==> src/sv/fra_pkg.sv <==
// Shared types and constants of the framed register access responder.
`default_nettype none
package fra_pkg;

    localparam int REG_BYTES_DEF = 32;
    localparam int ARG_BYTES_DEF = 34;
    localparam int MAX_READ_DEF  = 32;

    localparam logic [7:0]  START_BYTE      = 8'hAA;
    localparam logic [15:0] TIMEOUT_RST     = 16'd150;
    localparam logic [7:0]  READ_CODE_RST   = 8'd0;
    localparam logic [7:0]  WRITE_CODE_RST  = 8'd1;
    localparam logic [7:0]  RETURN_CODE_RST = 8'd2;
    localparam logic [15:0] TICKS_MAX       = 16'hFFFF;
    localparam logic [8:0]  ARGC_MAX        = 9'd511;

    localparam logic [1:0] CFG_TIMEOUT = 2'd0;
    localparam logic [1:0] CFG_READ    = 2'd1;
    localparam logic [1:0] CFG_WRITE   = 2'd2;
    localparam logic [1:0] CFG_RETURN  = 2'd3;

    localparam logic [1:0] KIND_TX      = 2'd0;
    localparam logic [1:0] KIND_PAYLOAD = 2'd1;
    localparam logic [1:0] KIND_STATUS  = 2'd2;

    localparam logic [1:0] ST_NONE    = 2'd0;
    localparam logic [1:0] ST_OK      = 2'd1;
    localparam logic [1:0] ST_CHKSUM  = 2'd2;
    localparam logic [1:0] ST_TIMEOUT = 2'd3;

    typedef enum logic [3:0] {
        P_IDLE, P_INSTR, P_ARGS, P_SUMLO, P_SUMHI,
        R_STAT, RD_H0, RD_H1, RD_H2, RD_BODY, RD_SLO, RD_SHI,
        WR_ADDR, WR_DATA, PL_ADDR, PL_EMIT
    } state_t;

    typedef enum logic [2:0] {
        SRC_ZERO, SRC_START, SRC_RETCODE, SRC_COUNT, SRC_REG, SRC_SUMLO, SRC_SUMHI, SRC_RAM
    } src_t;

    typedef struct packed {
        logic       start;
        logic       instr_ld;
        logic       arg_ld;
        logic       slo_ld;
        logic       tick;
        logic       init_read;
        logic       init_write;
        logic       init_pay;
        logic       step;
        logic       sum_acc;
        logic       ram_rd;
        logic       ram_two;
        logic       reg_wr;
        logic       out_load;
        src_t       out_src;
        logic [1:0] out_kind;
        logic [1:0] out_status;
        logic       out_last;
    } cmd_t;

    typedef struct packed {
        logic is_start;
        logic tmo_tick;
        logic tmo_byte;
        logic args_done;
        logic sum_match;
        logic is_read;
        logic is_write;
        logic is_ret;
        logic loop_done;
        logic loop_final;
        logic out_free;
    } sts_t;

endpackage
`default_nettype wire

==> src/sv/fra_ram.sv <==
// Generic single-port-write RAM with registered read.
`default_nettype none
module fra_ram #(
    parameter int WIDTH = 8,
    parameter int DEPTH = 34,
    parameter int AW    = (DEPTH > 1) ? $clog2(DEPTH) : 1
) (
    input  wire logic             clk,
    input  wire logic             we,
    input  wire logic [AW-1:0]    waddr,
    input  wire logic [WIDTH-1:0] wdata,
    input  wire logic             re,
    input  wire logic [AW-1:0]    raddr,
    output logic      [WIDTH-1:0] rdata
);
    logic [WIDTH-1:0] mem [DEPTH];

    always_ff @(posedge clk)
    begin
        if (we)
        begin
            mem[waddr] <= wdata;
        end
        if (re)
        begin
            rdata <= mem[raddr];
        end
    end
endmodule
`default_nettype wire

==> src/sv/fra_dp.sv <==
// Datapath: configuration, frame registers, stores, reply loop and output register.
`default_nettype none
module fra_dp #(
    parameter int REG_BYTES = 32,
    parameter int ARG_BYTES = 34,
    parameter int MAX_READ  = 32
) (
    input  wire logic         clk,
    input  wire logic         rst_n,
    input  wire logic         cfg_wr_en,
    input  wire logic [1:0]   cfg_index,
    input  wire logic [15:0]  cfg_data,
    input  wire logic [7:0]   in_byte,
    input  wire fra_pkg::cmd_t cmd,
    output fra_pkg::sts_t     sts,
    input  wire logic         out_ready,
    output logic              out_valid,
    output logic [1:0]        out_kind,
    output logic [7:0]        out_data,
    output logic [1:0]        out_status,
    output logic              out_last
);
    import fra_pkg::*;

    localparam int AAW = (ARG_BYTES > 1) ? $clog2(ARG_BYTES) : 1;
    localparam int RW  = (REG_BYTES > 1) ? $clog2(REG_BYTES) : 1;
    localparam logic [8:0] ARG_LIM   = 9'(ARG_BYTES);
    localparam logic [8:0] REG_LIM   = 9'(REG_BYTES);
    localparam logic [8:0] WR_CAP    = 9'(ARG_BYTES - 2);
    localparam logic [8:0] PAY_CAP_A = 9'(ARG_BYTES - 1);
    localparam logic [8:0] PAY_CAP_M = 9'(MAX_READ + 5);
    localparam logic [7:0] RD_CAP    = 8'(MAX_READ);

    logic [15:0] timeout_reg;
    logic [7:0]  read_code_reg, write_code_reg, return_code_reg;
    logic [15:0] sum_reg, rsum_reg, rsum_next;
    logic [7:0]  rsl_reg, instr_reg, arg0_reg, arg1_reg;
    logic [8:0]  argc_reg, argc_next;
    logic [15:0] elapsed_reg, elapsed_next;
    logic [7:0]  idx_reg, len_reg, len_next, a0_next, a1_next;
    logic        out_valid_reg;
    logic [1:0]  out_kind_reg, out_status_reg;
    logic [7:0]  out_data_reg, out_sel;
    logic        out_last_reg;
    logic [7:0]  regs_reg [REG_BYTES];
    logic [8:0]  ridx, raddr9, wr_rem, len_w, len_p;
    logic [7:0]  rval, ram_q;
    logic        is_read, is_write, is_ret, out_free;

    // Configuration.
    always_ff @(posedge clk or negedge rst_n)
    begin
        if (!rst_n)
        begin
            timeout_reg     <= TIMEOUT_RST;
            read_code_reg   <= READ_CODE_RST;
            write_code_reg  <= WRITE_CODE_RST;
            return_code_reg <= RETURN_CODE_RST;
        end
        else if (cfg_wr_en)
        begin
            case (cfg_index)
                CFG_TIMEOUT: timeout_reg     <= cfg_data;
                CFG_READ:    read_code_reg   <= cfg_data[7:0];
                CFG_WRITE:   write_code_reg  <= cfg_data[7:0];
                CFG_RETURN:  return_code_reg <= cfg_data[7:0];
                default:     ;
            endcase
        end
    end

    assign is_read  = (instr_reg == read_code_reg);
    assign is_write = !is_read && (instr_reg == write_code_reg);
    assign is_ret   = !is_read && !is_write && (instr_reg == return_code_reg);

    assign argc_next    = (argc_reg == ARGC_MAX) ? ARGC_MAX : argc_reg + 9'd1;
    assign a0_next      = (argc_reg == 9'd0) ? in_byte : arg0_reg;
    assign a1_next      = (argc_reg == 9'd1) ? in_byte : arg1_reg;
    assign elapsed_next = (elapsed_reg == TICKS_MAX) ? TICKS_MAX : elapsed_reg + 16'd1;

    // Frame registers.
    always_ff @(posedge clk or negedge rst_n)
    begin
        if (!rst_n)
        begin
            sum_reg     <= '0;
            rsl_reg     <= '0;
            instr_reg   <= '0;
            argc_reg    <= '0;
            arg0_reg    <= '0;
            arg1_reg    <= '0;
            elapsed_reg <= '0;
        end
        else
        begin
            if (cmd.start)
            begin
                sum_reg     <= {8'd0, START_BYTE};
                elapsed_reg <= '0;
            end
            if (cmd.tick)
            begin
                elapsed_reg <= elapsed_next;
            end
            if (cmd.instr_ld)
            begin
                instr_reg <= in_byte;
                sum_reg   <= sum_reg + {8'd0, in_byte};
                argc_reg  <= '0;
            end
            if (cmd.arg_ld)
            begin
                sum_reg  <= sum_reg + {8'd0, in_byte};
                argc_reg <= argc_next;
                arg0_reg <= a0_next;
                arg1_reg <= a1_next;
            end
            if (cmd.slo_ld)
            begin
                rsl_reg <= in_byte;
            end
        end
    end

    // Argument store.
    assign raddr9 = {1'b0, idx_reg} + (cmd.ram_two ? 9'd2 : 9'd1);

    fra_ram #(.WIDTH(8), .DEPTH(ARG_BYTES)) u_arg_ram (
        .clk   (clk),
        .we    (cmd.arg_ld && (argc_reg < ARG_LIM)),
        .waddr (argc_reg[AAW-1:0]),
        .wdata (in_byte),
        .re    (cmd.ram_rd),
        .raddr (raddr9[AAW-1:0]),
        .rdata (ram_q)
    );

    // Register store.
    assign ridx = {1'b0, arg0_reg} + {1'b0, idx_reg};
    assign rval = (ridx < REG_LIM) ? regs_reg[ridx[RW-1:0]] : 8'd0;

    always_ff @(posedge clk or negedge rst_n)
    begin
        if (!rst_n)
        begin
            for (int i = 0; i < REG_BYTES; i++)
            begin
                regs_reg[i] <= '0;
            end
        end
        else if (cmd.reg_wr)
        begin
            regs_reg[ridx[RW-1:0]] <= ram_q;
        end
    end

    // Reply loop.
    assign wr_rem = REG_LIM - {1'b0, arg0_reg};
    always_comb
    begin
        len_w = {1'b0, arg1_reg};
        if (len_w > wr_rem)
        begin
            len_w = wr_rem;
        end
        if (len_w > WR_CAP)
        begin
            len_w = WR_CAP;
        end
        if ({1'b0, arg0_reg} >= REG_LIM)
        begin
            len_w = '0;
        end
        len_p = {1'b0, arg0_reg};
        if (len_p > PAY_CAP_A)
        begin
            len_p = PAY_CAP_A;
        end
        if (len_p > PAY_CAP_M)
        begin
            len_p = PAY_CAP_M;
        end
        len_next = len_reg;
        if (cmd.init_read)
        begin
            len_next = (arg1_reg > RD_CAP) ? RD_CAP : arg1_reg;
        end
        else if (cmd.init_write)
        begin
            len_next = len_w[7:0];
        end
        else if (cmd.init_pay)
        begin
            len_next = len_p[7:0];
        end
        rsum_next = rsum_reg;
        if (cmd.init_read)
        begin
            rsum_next = {8'd0, START_BYTE} + {8'd0, return_code_reg} + {8'd0, len_next};
        end
        else if (cmd.sum_acc)
        begin
            rsum_next = rsum_reg + {8'd0, rval};
        end
    end

    always_ff @(posedge clk or negedge rst_n)
    begin
        if (!rst_n)
        begin
            idx_reg  <= '0;
            len_reg  <= '0;
            rsum_reg <= '0;
        end
        else
        begin
            len_reg  <= len_next;
            rsum_reg <= rsum_next;
            if (cmd.init_read || cmd.init_write || cmd.init_pay)
            begin
                idx_reg <= '0;
            end
            else if (cmd.step)
            begin
                idx_reg <= idx_reg + 8'd1;
            end
        end
    end

    // Output register.
    always_comb
    begin
        case (cmd.out_src)
            SRC_START:   out_sel = START_BYTE;
            SRC_RETCODE: out_sel = return_code_reg;
            SRC_COUNT:   out_sel = len_reg;
            SRC_REG:     out_sel = rval;
            SRC_SUMLO:   out_sel = rsum_reg[7:0];
            SRC_SUMHI:   out_sel = rsum_reg[15:8];
            SRC_RAM:     out_sel = ram_q;
            default:     out_sel = 8'd0;
        endcase
    end

    assign out_free = !out_valid_reg || out_ready;

    always_ff @(posedge clk or negedge rst_n)
    begin
        if (!rst_n)
        begin
            out_valid_reg <= 1'b0;
        end
        else if (cmd.out_load)
        begin
            out_valid_reg <= 1'b1;
        end
        else if (out_ready)
        begin
            out_valid_reg <= 1'b0;
        end
    end

    always_ff @(posedge clk)
    begin
        if (cmd.out_load)
        begin
            out_kind_reg   <= cmd.out_kind;
            out_data_reg   <= out_sel;
            out_status_reg <= cmd.out_status;
            out_last_reg   <= cmd.out_last;
        end
    end

    assign out_valid  = out_valid_reg;
    assign out_kind   = out_kind_reg;
    assign out_data   = out_data_reg;
    assign out_status = out_status_reg;
    assign out_last   = out_last_reg;

    always_comb
    begin
        sts.is_start  = (in_byte == START_BYTE);
        sts.tmo_tick  = (elapsed_next > timeout_reg);
        sts.tmo_byte  = (elapsed_reg > timeout_reg);
        sts.sum_match = ({in_byte, rsl_reg} == sum_reg);
        sts.is_read   = is_read;
        sts.is_write  = is_write;
        sts.is_ret    = is_ret;
        if (is_read)
        begin
            sts.args_done = (argc_next >= 9'd2);
        end
        else if (is_write)
        begin
            sts.args_done = (argc_next >= 9'd2) && ({1'b0, argc_next} >= {2'b0, a1_next} + 10'd2);
        end
        else if (is_ret)
        begin
            sts.args_done = (argc_next >= 9'd1) && ({1'b0, argc_next} >= {2'b0, a0_next} + 10'd1);
        end
        else
        begin
            sts.args_done = 1'b0;
        end
        sts.loop_done  = (idx_reg == len_reg);
        sts.loop_final = ({1'b0, idx_reg} + 9'd1 == {1'b0, len_reg});
        sts.out_free   = out_free;
    end
endmodule
`default_nettype wire

==> src/sv/fra_ctrl.sv <==
// Controller: frame phases and reply sequencing.
`default_nettype none
module fra_ctrl (
    input  wire logic          clk,
    input  wire logic          rst_n,
    input  wire logic          in_valid,
    input  wire logic          in_opcode,
    output logic               in_ready,
    input  wire fra_pkg::sts_t sts,
    output fra_pkg::cmd_t      cmd
);
    import fra_pkg::*;

    state_t     state_reg, state_next;
    logic [1:0] stat_reg, stat_next;
    logic       acc;

    always_ff @(posedge clk or negedge rst_n)
    begin
        if (!rst_n)
        begin
            state_reg <= P_IDLE;
            stat_reg  <= ST_NONE;
        end
        else
        begin
            state_reg <= state_next;
            stat_reg  <= stat_next;
        end
    end

    assign in_ready = (state_reg inside {P_IDLE, P_INSTR, P_ARGS, P_SUMLO, P_SUMHI});
    assign acc      = in_ready && in_valid;

    always_comb
    begin
        state_next = state_reg;
        stat_next  = stat_reg;
        cmd        = '0;
        cmd.out_src = SRC_ZERO;
        if (acc && in_opcode)
        begin
            // tick
            if (state_reg != P_IDLE)
            begin
                cmd.tick = 1'b1;
                if (sts.tmo_tick)
                begin
                    stat_next  = ST_TIMEOUT;
                    state_next = R_STAT;
                end
            end
        end
        else if (acc)
        begin
            case (state_reg)
                P_IDLE:
                begin
                    if (sts.is_start)
                    begin
                        cmd.start  = 1'b1;
                        state_next = P_INSTR;
                    end
                end
                P_INSTR:
                begin
                    cmd.instr_ld = 1'b1;
                    state_next   = P_ARGS;
                end
                P_ARGS:
                begin
                    cmd.arg_ld = 1'b1;
                    if (sts.args_done)
                    begin
                        state_next = P_SUMLO;
                    end
                end
                P_SUMLO:
                begin
                    cmd.slo_ld = 1'b1;
                    state_next = P_SUMHI;
                end
                default:
                begin
                    if (!sts.sum_match)
                    begin
                        stat_next  = ST_CHKSUM;
                        state_next = R_STAT;
                    end
                    else if (sts.is_read)
                    begin
                        cmd.init_read = 1'b1;
                        state_next    = RD_H0;
                    end
                    else if (sts.is_write)
                    begin
                        cmd.init_write = 1'b1;
                        state_next     = WR_ADDR;
                    end
                    else if (sts.is_ret)
                    begin
                        cmd.init_pay = 1'b1;
                        state_next   = PL_ADDR;
                    end
                    else
                    begin
                        stat_next  = ST_OK;
                        state_next = R_STAT;
                    end
                end
            endcase
            // drop an open frame that ran out of time
            if ((state_reg inside {P_INSTR, P_ARGS, P_SUMLO}) && sts.tmo_byte)
            begin
                stat_next  = ST_TIMEOUT;
                state_next = R_STAT;
            end
        end
        else
        begin
            case (state_reg)
                R_STAT:
                begin
                    if (sts.out_free)
                    begin
                        cmd.out_load   = 1'b1;
                        cmd.out_kind   = KIND_STATUS;
                        cmd.out_status = stat_reg;
                        cmd.out_last   = 1'b1;
                        state_next     = P_IDLE;
                    end
                end
                RD_H0, RD_H1, RD_H2, RD_SLO:
                begin
                    if (sts.out_free)
                    begin
                        cmd.out_load = 1'b1;
                        cmd.out_kind = KIND_TX;
                        case (state_reg)
                            RD_H0:
                            begin
                                cmd.out_src = SRC_START;
                                state_next  = RD_H1;
                            end
                            RD_H1:
                            begin
                                cmd.out_src = SRC_RETCODE;
                                state_next  = RD_H2;
                            end
                            RD_H2:
                            begin
                                cmd.out_src = SRC_COUNT;
                                state_next  = RD_BODY;
                            end
                            default:
                            begin
                                cmd.out_src = SRC_SUMLO;
                                state_next  = RD_SHI;
                            end
                        endcase
                    end
                end
                RD_BODY:
                begin
                    if (sts.loop_done)
                    begin
                        state_next = RD_SLO;
                    end
                    else if (sts.out_free)
                    begin
                        cmd.out_load = 1'b1;
                        cmd.out_kind = KIND_TX;
                        cmd.out_src  = SRC_REG;
                        cmd.step     = 1'b1;
                        cmd.sum_acc  = 1'b1;
                    end
                end
                RD_SHI:
                begin
                    if (sts.out_free)
                    begin
                        cmd.out_load   = 1'b1;
                        cmd.out_kind   = KIND_TX;
                        cmd.out_src    = SRC_SUMHI;
                        cmd.out_status = ST_OK;
                        cmd.out_last   = 1'b1;
                        state_next     = P_IDLE;
                    end
                end
                WR_ADDR:
                begin
                    if (sts.loop_done)
                    begin
                        stat_next  = ST_OK;
                        state_next = R_STAT;
                    end
                    else
                    begin
                        cmd.ram_rd  = 1'b1;
                        cmd.ram_two = 1'b1;
                        state_next  = WR_DATA;
                    end
                end
                WR_DATA:
                begin
                    cmd.reg_wr = 1'b1;
                    cmd.step   = 1'b1;
                    state_next = WR_ADDR;
                end
                PL_ADDR:
                begin
                    if (sts.loop_done)
                    begin
                        stat_next  = ST_OK;
                        state_next = R_STAT;
                    end
                    else
                    begin
                        cmd.ram_rd = 1'b1;
                        state_next = PL_EMIT;
                    end
                end
                PL_EMIT:
                begin
                    if (sts.out_free)
                    begin
                        cmd.out_load   = 1'b1;
                        cmd.out_kind   = KIND_PAYLOAD;
                        cmd.out_src    = SRC_RAM;
                        cmd.out_status = sts.loop_final ? ST_OK : ST_NONE;
                        cmd.out_last   = sts.loop_final;
                        cmd.step       = 1'b1;
                        state_next     = sts.loop_final ? P_IDLE : PL_ADDR;
                    end
                end
                default: ;
            endcase
        end
    end
endmodule
`default_nettype wire

==> src/sv/framed_register_access_responder.sv <==
// Top level of the framed register access responder.
//
//  channel  dir  tdata                         tuser       tlast
//  s_axis   in   rx_byte[7:0]                  opcode      -
//  m_axis   out  data_byte[7:0], status[9:8]   kind[1:0]   last
//  cfg      in   cfg_index selects register, cfg_data holds value
//
// One request at a time; bytes and ticks are taken only while no reply is under way.
// A read reply holds up to MAX_READ+5 bytes; a write stores each byte in a RAM read
// state and a register write state, and a payload delivers each byte in a RAM read
// state and an emit state, as the argument RAM has a registered read.
// Reset clears the register store and frame state at once; no clearing pass.
// m_axis stalls hold the sequencer; the output register frees the input side.
`default_nettype none
module framed_register_access_responder #(
    parameter int REG_BYTES = fra_pkg::REG_BYTES_DEF,
    parameter int ARG_BYTES = fra_pkg::ARG_BYTES_DEF,
    parameter int MAX_READ  = fra_pkg::MAX_READ_DEF
) (
    input  wire logic        clk,
    input  wire logic        rst_n,
    input  wire logic        s_axis_tvalid,
    output logic             s_axis_tready,
    input  wire logic [7:0]  s_axis_tdata,   // rx_byte[7:0]
    input  wire logic        s_axis_tuser,   // opcode
    output logic             m_axis_tvalid,
    input  wire logic        m_axis_tready,
    output logic [15:0]      m_axis_tdata,   // data_byte[7:0], status[9:8], zero
    output logic [1:0]       m_axis_tuser,   // kind[1:0]
    output logic             m_axis_tlast,   // last
    input  wire logic        cfg_wr_en,
    input  wire logic [1:0]  cfg_index,
    input  wire logic [15:0] cfg_data
);
    import fra_pkg::*;

    cmd_t       cmd;
    sts_t       sts;
    logic [7:0] out_data;
    logic [1:0] out_status;

    fra_ctrl u_ctrl (
        .clk       (clk),
        .rst_n     (rst_n),
        .in_valid  (s_axis_tvalid),
        .in_opcode (s_axis_tuser),
        .in_ready  (s_axis_tready),
        .sts       (sts),
        .cmd       (cmd)
    );

    fra_dp #(
        .REG_BYTES (REG_BYTES),
        .ARG_BYTES (ARG_BYTES),
        .MAX_READ  (MAX_READ)
    ) u_dp (
        .clk        (clk),
        .rst_n      (rst_n),
        .cfg_wr_en  (cfg_wr_en),
        .cfg_index  (cfg_index),
        .cfg_data   (cfg_data),
        .in_byte    (s_axis_tdata),
        .cmd        (cmd),
        .sts        (sts),
        .out_ready  (m_axis_tready),
        .out_valid  (m_axis_tvalid),
        .out_kind   (m_axis_tuser),
        .out_data   (out_data),
        .out_status (out_status),
        .out_last   (m_axis_tlast)
    );

    assign m_axis_tdata = {6'd0, out_status, out_data};
endmodule
`default_nettype wire

==> config.mk <==
export PLATFORM = sky130hd
export DESIGN_NAME = framed_register_access_responder
export DESIGN_NICKNAME = d
export VERILOG_FILES = /design/src/sv/fra_pkg.sv /design/src/sv/fra_ram.sv /design/src/sv/fra_dp.sv /design/src/sv/fra_ctrl.sv /design/src/sv/framed_register_access_responder.sv
export SDC_FILE = /design/constraint.sdc
export NUM_CORES = 1
export LEC_CHECK = 0
export ABC_CLOCK_PERIOD_IN_PS = 5300
export BUFFER_PORTS_ARGS = -buffer_cell sky130_fd_sc_hd__buf_2
export CAP_MARGIN = 20
export CORE_MARGIN = 3
export CORE_UTILIZATION = 58
export CTS_CLUSTER_DIAMETER = 120
export DETAILED_ROUTE_END_ITERATION = 16
export PLACE_DENSITY = 0.77
export REMOVE_ABC_BUFFERS = 1
export SYNTH_ARGS = -nofsm -noshare
export SYNTH_HDL_FRONTEND = slang
export SYNTH_HIERARCHICAL = 1
export SYNTH_SLANG_ARGS = --single-unit
==> constraint.sdc <==
create_clock -name clk -period 5.3 [get_ports clk]
set_input_delay 0.53 -clock clk [delete_from_list [all_inputs] [get_ports clk]]
set_output_delay 0.53 -clock clk [all_outputs]
set_load 0.01 [all_outputs]
# Yosys cells after proc, flatten, opt, wreduce, memory -nomap -nowiden
# Memories as Yosys holds them, arrays and structs flattened. A register that Yosys moved wholly into a read port is not among the register bits.
# Cells that the tools add are included.
[classes] n_addsub=13 n_mul=0 div=0 magnitude_cmp=16 n_eq_ne=47 shifts=0 muxes=114 bitwise_logic=1 n_reduce_logical=42
[ops] op="$bwmux 256" count=1
[ops] op="$mux 16" count=8
[ops] op="$mux 8" count=16
[ops] op="$mux 4" count=20
[ops] op="$pmux 8 s7" count=1
[ops] op="$mux 9" count=6
[ops] op="$add 16x8->16" count=3
[ops] op="$bmux 8 s5" count=1
[ops] op="$demux 8 s5" count=1
[ops] op="$mux 2" count=17
[ops] op="$eq 4x4->1 const B" count=8
[ops] op="$eq 8x8->1" count=4
[ops] op="$gt 16x16->1" count=2
[ops] op="$pmux 4 s7" count=1
[ops] op="$ne 5x5->1 const B" count=5
[ops] op="$gt 8x6->1 const B" count=3
[ops] op="$mux 1" count=24
[ops] op="$ge 9x10->1" count=2
[ops] op="$add 8x1->9 const B" count=2
[ops] op="$lt 9x6->1 const B" count=2
[ops] op="$mux 6" count=3
[ops] op="$pmux 3 s3" count=2
[ops] op="$mux 17" count=1
[ops] op="$add 16x1->16 const B" count=1
[ops] op="other kinds (59)" count=99
[word_totals] regBits=421 latch_bits=0 mem_bits_rw=272 mem_bits_ro=0 in_bits=32 out_inout_bits=21 elab_cells=287 memories=1
[mem_list] memory="u_dp.u_arg_ram.mem" depth=34 word_bits=8 rd=1 rd_ports_with_merged_regs=1 write_ports=1 line_no="fra_ram.sv:16" source="logic [WIDTH-1:0] mem [DEPTH];"

# Depth between registers and ports, before layout
# Gate-level depths: netlist of run 1.
[depth] depth_word=18 ltp_mapped=26 ltp_nobuf=25

# By module
# The synthesis of run 1 kept the hierarchy.
[modules_own_cells] module="fra_dp" instances=1 cells_per_inst=1998 area_each_um2=23804.1 seq_area_each_um2=10457.5
[modules_own_cells] module="fra_ram" instances=1 cells_per_inst=612 area_each_um2=11193.2 seq_area_each_um2=8408.1
[modules_own_cells] module="fra_ctrl" instances=1 cells_per_inst=134 area_each_um2=989.7 seq_area_each_um2=150.1
[modules_own_cells] module="framed_register_access_responder" instances=1 cells_per_inst=7 area_each_um2=48.8 seq_area_each_um2=0.0

# Worst setup path after synthesis of run 1
# OpenSTA, ideal clock, no wires.
[synth_path] path_type="register to register" startpoint="register u_dp.arg0_reg[4]" endpoint="register u_dp.rsum_reg[7]" setup_time_ns=0.137 arrival_time_ns=4.843 required_time_ns=5.163 setup_slack_ns=0.320 path_stages_with_launch=25 n_path_buf=1 synth_period_minus_slack_ns=4.980 cell_sequence="dfrtp_1 -> clkbuf_1 -> or3_1 -> o31ai_2 -> nand2_1 -> xnor2_1 -> ha_1 -> and3_1 -> a221o_1 -> o21ai_1 -> a21oi_1 -> nor4bb_1 -> a211oi_1 -> ha_1 -> inv_1 -> ha_1 -> inv_1 -> fa_1 -> nor2b_1 -> o21ai_0 -> a21boi_0 -> o21ai_0 -> a21oi_1 -> nand2b_1 -> a21oi_1"
[synth_via] elab_chain_len=10 elab_cells_between_ends=25 classes_between="add/sub (4); order compare (6); mux (14); bitwise (1)"
[synth_lines] item="start: declaration" line_no="fra_dp.sv:37" source="logic [7:0] rsl_reg, instr_reg, arg0_reg, arg1_reg;"
[synth_lines] item="start signal: assignment" line_no="fra_dp.sv:115" source="arg0_reg <= a0_next;"
[synth_lines] item="$sub 6x8->9" line_no="fra_dp.sv:158" source="assign wr_rem = REG_LIM - {1'b0, arg0_reg};"
[synth_lines] item="$gt 8x9->1" line_no="fra_dp.sv:162" source="if (len_w > wr_rem)"
[synth_lines] item="$mux 9" line_no="fra_dp.sv:162"
[synth_lines] item="$gt 9x6->1" line_no="fra_dp.sv:166" source="if (len_w > WR_CAP)"
[synth_lines] item="$mux 8" line_no="fra_dp.sv:166"
[synth_lines] item="$mux 8" line_no="fra_dp.sv:170" source="if ({1'b0, arg0_reg} >= REG_LIM)"
[synth_lines] item="$mux 8" line_no="fra_dp.sv:188" source="else if (cmd.init_write)"
[synth_lines] item="$mux 8" line_no="fra_dp.sv:184" source="if (cmd.init_read)"
[synth_lines] item="$add 16x8->16" line_no="fra_dp.sv:199" source="rsum_next = {8'd0, START_BYTE} + {8'd0, return_code_reg} + {8'd0, len_next};"
[synth_lines] item="$mux 16 *" line_no="fra_dp.sv:197" source="if (cmd.init_read)"
[synth_lines] item="end signal: assignment" line_no="fra_dp.sv:218" source="rsum_reg <= rsum_next;"
[synth_lines] item="end: declaration" line_no="fra_dp.sv:36" source="logic [15:0] sum_reg, rsum_reg, rsum_next;"
# Mark *: on every way between the ends. The rest lies on a longest branch, timed or not. The select of a mux whose other input is x is not followed.
# A chain may end at the register's enable or synchronous reset.

# Worst setup path after layout of run 1
[layout_path] startpoint="register u_dp.arg0_reg[1]" endpoint="register u_dp.rsum_reg[11]"
# Same word-level chain as after synthesis.

==> flow_metrics.tcl, run 1 <==
set metrics [dict create \
    hold_violations 0 \
    grt-ovfl-total 0 \
    worstMarginPinSlew_ns 1.16 \
    route.detailed.drc 0 \
    ys_ff_latch 701 \
    synth_cell_types 107 \
    total_power_mw 24.6 \
    nets 2951 \
    final_max_slew_viol_count 0 \
    die_x_um 255 \
    rrSetupSlack_ns 0.20 \
    reg2reg_to "u_dp/rsum_reg[11]" \
    rr_worst_depth 18 \
    synth_edf_count 293 \
    setup.worst_path.start "u_dp/arg0_reg[1]" \
    globalplace.congestion 0.929 \
    start_util_pct 59.2 \
    period_needed_ns 5.10 \
    skew_ns 0.0348 \
    rsz0062_at_grt "false" \
    via_per_inst 6.29 \
    hold_path_class "primary input to flip-flop" \
    start_kind "flip-flop" \
    max_cap_violations 0 \
    internal_power_mw 15.0 \
    rows 90 \
    critPathSlowestCell "mux4_2" \
    clk_path_buf_depth 3 \
    antenna_found_initial 0 \
    status "completed" \
    instances_no_fill 3696 \
    p_seq_share_pct 30.9 \
    clock_sinks 701 \
    cp.arrival_ns 5.60 \
    cp.required_ns 5.80 \
    crit_type "flip-flop to flip-flop" \
    setup_violations 0 \
    max_stage_delay_ns 0.51 \
    die-height_um 255 \
    core_um2 60900 \
    clk_pin_slew_ns 0.06 \
    cts_max_level 3 \
    mostFrequentLayoutCell "dfrtp_1" \
    syn2layout_area_growth_pct 10.7 \
    vias 23252 \
    ys_async_sr_fraction_pct 58.2 \
    dp.cells 3551 \
    dp_hpwl_mm 57.6 \
    antenna-diode-count 0 \
    power_frac_clock_pct 21.8 \
    synth_warnings 6 \
    cts_tree "built" \
    synthCells 2751 \
    final_cell_mix "401 x dfrtp_1, 331 x mux2_2, 293 x edfxtp_1, 160 x mux2i_1, 135 x nand2_1" \
    io_buffers 46 \
    num-fill-cells 4304 \
    leakagePower_nw 16.9 \
    power_density_nw_per_um2 616 \
    cts_root_buf "clkbuf_16" \
    ir_drop_mv 0.508 \
    p_sw_share_pct 39.1 \
    dieArea_um2 65200 \
    firstDrtPassIters 8 \
    min_from "cfg_data[10]" \
    synth.avg_cell_area_um2 13.1 \
    multi_input_area_um2 15900 \
    top_layer_used "met4" \
    timing.rr.start "u_dp/arg0_reg[1]" \
    grt_max_degree 136 \
    fmax_mhz 196 \
    cts_made_buffers 75 \
    first_global_vias 23518 \
    fin_crit_sh_pct 96.2 \
    worstSetupEndpoint "u_dp/rsum_reg[11]" \
    combPwrFrac_pct 47.3 \
    fin_util_pct 65.5 \
    ant_nets 0 \
    boundaryPins 53 \
    cp-end-kind "flip-flop" \
    grtUsageTotal_pct 26.7 \
    drt_iter0_markers 2123 \
    drt-met1-wl_mm 36.3 \
    wl_met2_mm 41.8 \
    relSlewSlack_pct 21.9 \
    drive_gt1_share_pct 26.7 \
    ys_seq_area_share_pct 52.8 \
    clk_latency_ns 0.63 \
    syn_area_um2 36000 \
    whs_ns 0.113 \
    worstPathCellList "buf_4, fa_2, a21o_2, a21oi_4, xor2_4, buf_12, mux4_2, mux2_2, nand2_1, inv_1, ha_1, a21o_1, a21o_1, a21oi_1, nor3_1, o311ai_0, xor2_1, nor2_1" \
    critPathMostFrequentCell "a21o_1" \
    ys.flop_type "dfrtp_1" \
    grt_pass1_wl_mm 134 \
    fin_setup_tns_ns 0 \
    routed_wl_mm 86.1 \
    routedWlPerCell_um 23.3 \
    p_switching_mw 9.60 \
    dr_wl_met3_mm 5.15 \
    ff_latch_area_um2 19000 \
    largest_reg_flops 272 \
    critPathMaxFanout 20 \
]
## worst max-delay path: cells and delay by family (launching register included)
family / cells / cell delay, ns
buffers and inverters: 3 / 0.46
AOI/OAI and AO/OA: 6 / 1.63
xor gates and xnor gates: 2 / 0.56
and+or+nand+nor: 3 / 0.35
muxes: 2 / 0.82
DFF: 1 / 0.44
adders and majority gates: 2 / 0.70
## metal layers
metal	vias up	track usage [%]
met4	0	9.04
met1	11890	36.3
met5	-	0
met3	167	4.24
met2	804	44.1
li1	10391	-
## metrics by stage
step	setup slack (ns)	area, um2
6_report	0.201	39900
2_1_floorplan	-1.72	35100
3_3_place_gp	0.300	37200
5_1_grt	0.00587	39900
4_1_cts	0.0293	39800
3_5_place_dp	-0.00993	37200
## synthesized netlist by cell type, types with 14 or more instances
| cell type | n | area, um2 |
|---|---|---|
| nor2b_1 | 33 | 206 |
| o21ai_0 | 86 | 430 |
| clkbuf_1 | 83 | 312 |
| ha_1 | 109 | 1360 |
| nand3_1 | 39 | 195 |
| nand2b_1 | 19 | 119 |
| a22oi_1 | 40 | 300 |
| and3_1 | 26 | 163 |
| mux2_2 | 331 | 3730 |
| dfrtp_1 | 402 | 10100 |
| mux2i_1 | 160 | 1600 |
| edfxtp_1 | 293 | 8800 |
| nor3_1 | 24 | 120 |
| inv_1 | 91 | 342 |
| and2_1 | 21 | 131 |
| o31ai_1 | 14 | 105 |
| nand2_1 | 136 | 510 |
| xor2_1 | 49 | 429 |
| a21oi_1 | 91 | 455 |
| buf_2 | 21 | 105 |
| a21o_1 | 17 | 128 |
| nor4_1 | 14 | 87.6 |
| nand3b_1 | 19 | 143 |
| o22ai_1 | 17 | 106 |
| mux4_2 | 78 | 1760 |
| buf_4 | 30 | 225 |
| a22o_1 | 19 | 166 |
| nand4_1 | 21 | 131 |
| nor2_1 | 136 | 510 |
| xnor2_1 | 64 | 561 |
## kinds of logic after synthesis
kind of cell	count (synthesis)	synth area share [%]
buf+inv	254	3.48
xor+xnor	115	2.84
flops	701	52.8
mux	569	19.7
other cells	1	0.0104
simple gates	572	8.78
compound gates	425	8.40
fa+ha+maj	114	4.06
## how the worst min path moves through the flow
stage	cells past startpoint	to	slack, ns
4_1_cts	3	u_dp/timeout_reg[10]	0.08
5_1_grt	3	u_dp/timeout_reg[11]	0.09
3_5_place_dp	1	u_dp/regs_reg[4]	0.49
2_1_floorplan	0	u_ctrl/stat_reg[0]	0.23
6_report	3	u_dp/timeout_reg[10]	0.11
3_3_place_gp	1	u_dp/regs_reg[5]	0.48
## cell type report
type	instances	share of cell area (%)
flip-flops and latches	701	47.7
multi-input cells	1801	39.9
clock buffers	96	5.08
well taps	828	2.60
repair buffers	134	2.55
clock inverters	44	1.32
inverters	92	0.866
## power groups by stage
stage          Clock [mW]  Sequential [mW]  Combinational [mW]
2_1_floorplan           0             7.60                8.06
3_3_place_gp            0             7.58                11.1
3_5_place_dp            0             7.67                11.4
4_1_cts              5.45             7.58                11.5
5_1_grt              5.67             7.72                12.4
6_report             5.34             7.59                11.6
## timing repair
| item | CTS | global route |
|---|---|---|
| endpoints found under the setup margin | 2 | 7 |
| hold buffers | 1 | 0 |
| resized for setup | 1 | 9 |
| pin swaps | 0 | 3 |
| hold endpoints to repair | 92 | 0 |
| gates cloned | 0 | 0 |
| buffers inserted | 0 | 3 |
No activity file was read; power rests on OpenSTA's default activity.
==> run 2: changes to the inputs <==
--- a/config.mk
+++ b/config.mk
@@ -12,6 +12,7 @@
 export CORE_UTILIZATION = 58
 export CTS_CLUSTER_DIAMETER = 120
 export DETAILED_ROUTE_END_ITERATION = 16
+export MAX_ROUTING_LAYER = met4
 export PLACE_DENSITY = 0.77
 export REMOVE_ABC_BUFFERS = 1
 export SYNTH_ARGS = -nofsm -noshare
==> flow_metrics.tcl, run 2 (same netlist as run 1, synthesis figures left out) <==
set metrics [dict create \
    rows 90 \
    fmax_mhz 197 \
    drive_gt1_share_pct 26.2 \
    first_global_vias 23401 \
    pre_cts_ws_ns 0.0897 \
    whs_path_depth 3 \
    die_x_um 255 \
    start_kind "flip-flop" \
    clk_path_buf_depth 3 \
    placed_area_um2 37300 \
    cts_max_level 3 \
    cts_tree "built" \
    grt_max_degree 145 \
    hold_violations 0 \
    skew_ns 0.0242 \
    antenna_found_initial 0 \
    dp_hpwl_mm 58.6 \
    nets 2955 \
    setup_violations 0 \
    relSlewSlack_pct 25.8 \
    cts_root_buf "clkbuf_16" \
    fin_crit_sh_pct 95.5 \
    grt_pass1_wl_mm 136 \
    clk_pin_slew_ns 0.05 \
    clk_latency_ns 0.62 \
    via_per_inst 6.35 \
    ir_drop_mv 0.571 \
    hold_path_class "primary input to flip-flop" \
    dieArea_um2 65200 \
    globalplace.congestion 0.955 \
    die-height_um 255 \
    power_density_nw_per_um2 612 \
    critPathMaxFanout 10 \
    max_cap_violations 0 \
    crit_type "flip-flop to flip-flop" \
    vias 23440 \
    io_buffers 46 \
    cp.required_ns 5.78 \
    min_from "cfg_data[14]" \
    final_max_slew_viol_count 0 \
    clock_sinks 701 \
    mostFrequentLayoutCell "dfrtp_1" \
    core_um2 60900 \
    route.detailed.drc 0 \
    cts_made_buffers 73 \
    postCtsSetupBuffers 0 \
    start_util_pct 59.2 \
    boundaryPins 53 \
    ant_nets 0 \
    reg2reg_to "u_dp/rsum_reg[8]" \
    cp.arrival_ns 5.54 \
    status "completed" \
    grt-ovfl-total 0 \
    whs_endpoint "u_dp/timeout_reg[14]" \
    cp-end-kind "flip-flop" \
    final_cell_mix "401 x dfrtp_1, 331 x mux2_2, 293 x edfxtp_1, 160 x mux2i_1, 136 x nand2_1" \
    routed_wl_mm 87.3 \
    largest_reg_flops 272 \
    fin_area_um2 39700 \
    worstMarginPinSlew_ns 1.11 \
    grtUsageTotal_pct 27.8 \
    drt_iter0_markers 2354 \
    rr_worst_depth 22 \
    timing.rr.start "u_dp/arg0_reg[1]" \
    period_needed_ns 5.06 \
    worst_slack_ns 0.237 \
    syn2layout_area_growth_pct 10.1 \
    rrSetupSlack_ns 0.24 \
    firstDrtPassIters 6 \
    leakagePower_nw 16.8 \
    routedWlPerCell_um 23.6 \
    antenna-diode-count 0 \
]
run 2: cell types whose count changed in the layout (fill, tap and decap cells not counted), moves of 3 or more:
cell	before	now
clkinv_2	12	9
buf_4	78	86
bufinv_16	8	5
clkbuf_1	15	24
clkinvlp_4	8	0
run 2: per-layer routing:
layer  vias to the layer above  global-route usage, %  wire, um
met5                         -                      -         0
met2                       866                   44.3     42400
met3                       196                   4.01      5320
li1                      10385                      -         -
met4                         0                   9.17      2900
met1                     11993                   37.2     36600
run 2: how the worst max path moves through the flow:
stage	startpoint	to	slack, ns	cells past startpoint
2_1_floorplan	u_dp/idx_reg[3]	u_dp/u_arg_ram/rdata[0]	-1.72	11
3_3_place_gp	u_dp/arg0_reg[1]	u_dp/rsum_reg[7]	0.31	24
3_5_place_dp	u_dp/arg0_reg[1]	u_dp/rsum_reg[7]	0.09	24
4_1_cts	u_dp/arg0_reg[1]	u_dp/rsum_reg[7]	0.05	24
5_1_grt	u_dp/arg0_reg[1]	u_dp/rsum_reg[7]	-0.03	23
6_report	u_dp/arg0_reg[1]	u_dp/rsum_reg[8]	0.24	22
run 2: layout make-up:
cell class | count | area (um2)
Timing Repair Buffer | 140 | 1040
Sequential cell | 701 | 19000
Tap cell | 828 | 1040
Inverter | 92 | 345
Fill cell | 4302 | 21300
Clock inverter | 27 | 303
Clock buffer | 105 | 2040
Multi-Input combinational cell | 1801 | 15900
run 2: report_power, final:
part           switching (mW)  internal, mW
Clock                    2.11          2.93
Combinational            6.65          4.99
Sequential              0.780          6.82
run 2: through the flow:
stage / hold WS (ns) / total power [mW] / util, % / instances / setup TNS [ns]
after detailed placement: 0.490 / 19.1 / 61.2 / 3557 / 0
after global placement: 0.482 / 18.7 / 61.2 / 3557 / 0
after CTS: 0.0944 / 24.3 / 65.0 / 3690 / 0
after floorplan: 0.234 / 15.7 / - / 2594 / -25.25
after global routing: 0.105 / 25.5 / 65.1 / 3694 / -0.0534
final: 0.123 / 24.3 / 65.1 / 3694 / 0
run 2: critical path, cell delays in order (launching register included):
cell	delay, ns
dfrtp_2	0.49
inv_1	0.13
ha_1	0.17
nand2b_1	0.12
o31ai_2	0.32
xnor2_1	0.18
ha_1	0.26
and3_1	0.18
a221o_1	0.34
o21ai_2	0.19
buf_4	0.18
nor4_2	0.05
buf_4	0.16
a221o_1	0.38
ha_1	0.32
ha_1	0.29
a21o_1	0.18
a21oi_1	0.23
o21ai_0	0.12
a21oi_1	0.24
o21ai_0	0.16
xnor2_1	0.15
mux2i_1	0.08
run 2: what timing repair did:
| item | CTS | global route |
|---|---|---|
| endpoints found under the setup margin | 0 | 8 |
| hold endpoints to repair | 68 | 0 |
| hold buffers | 1 | 0 |
| resized for setup | 0 | 9 |
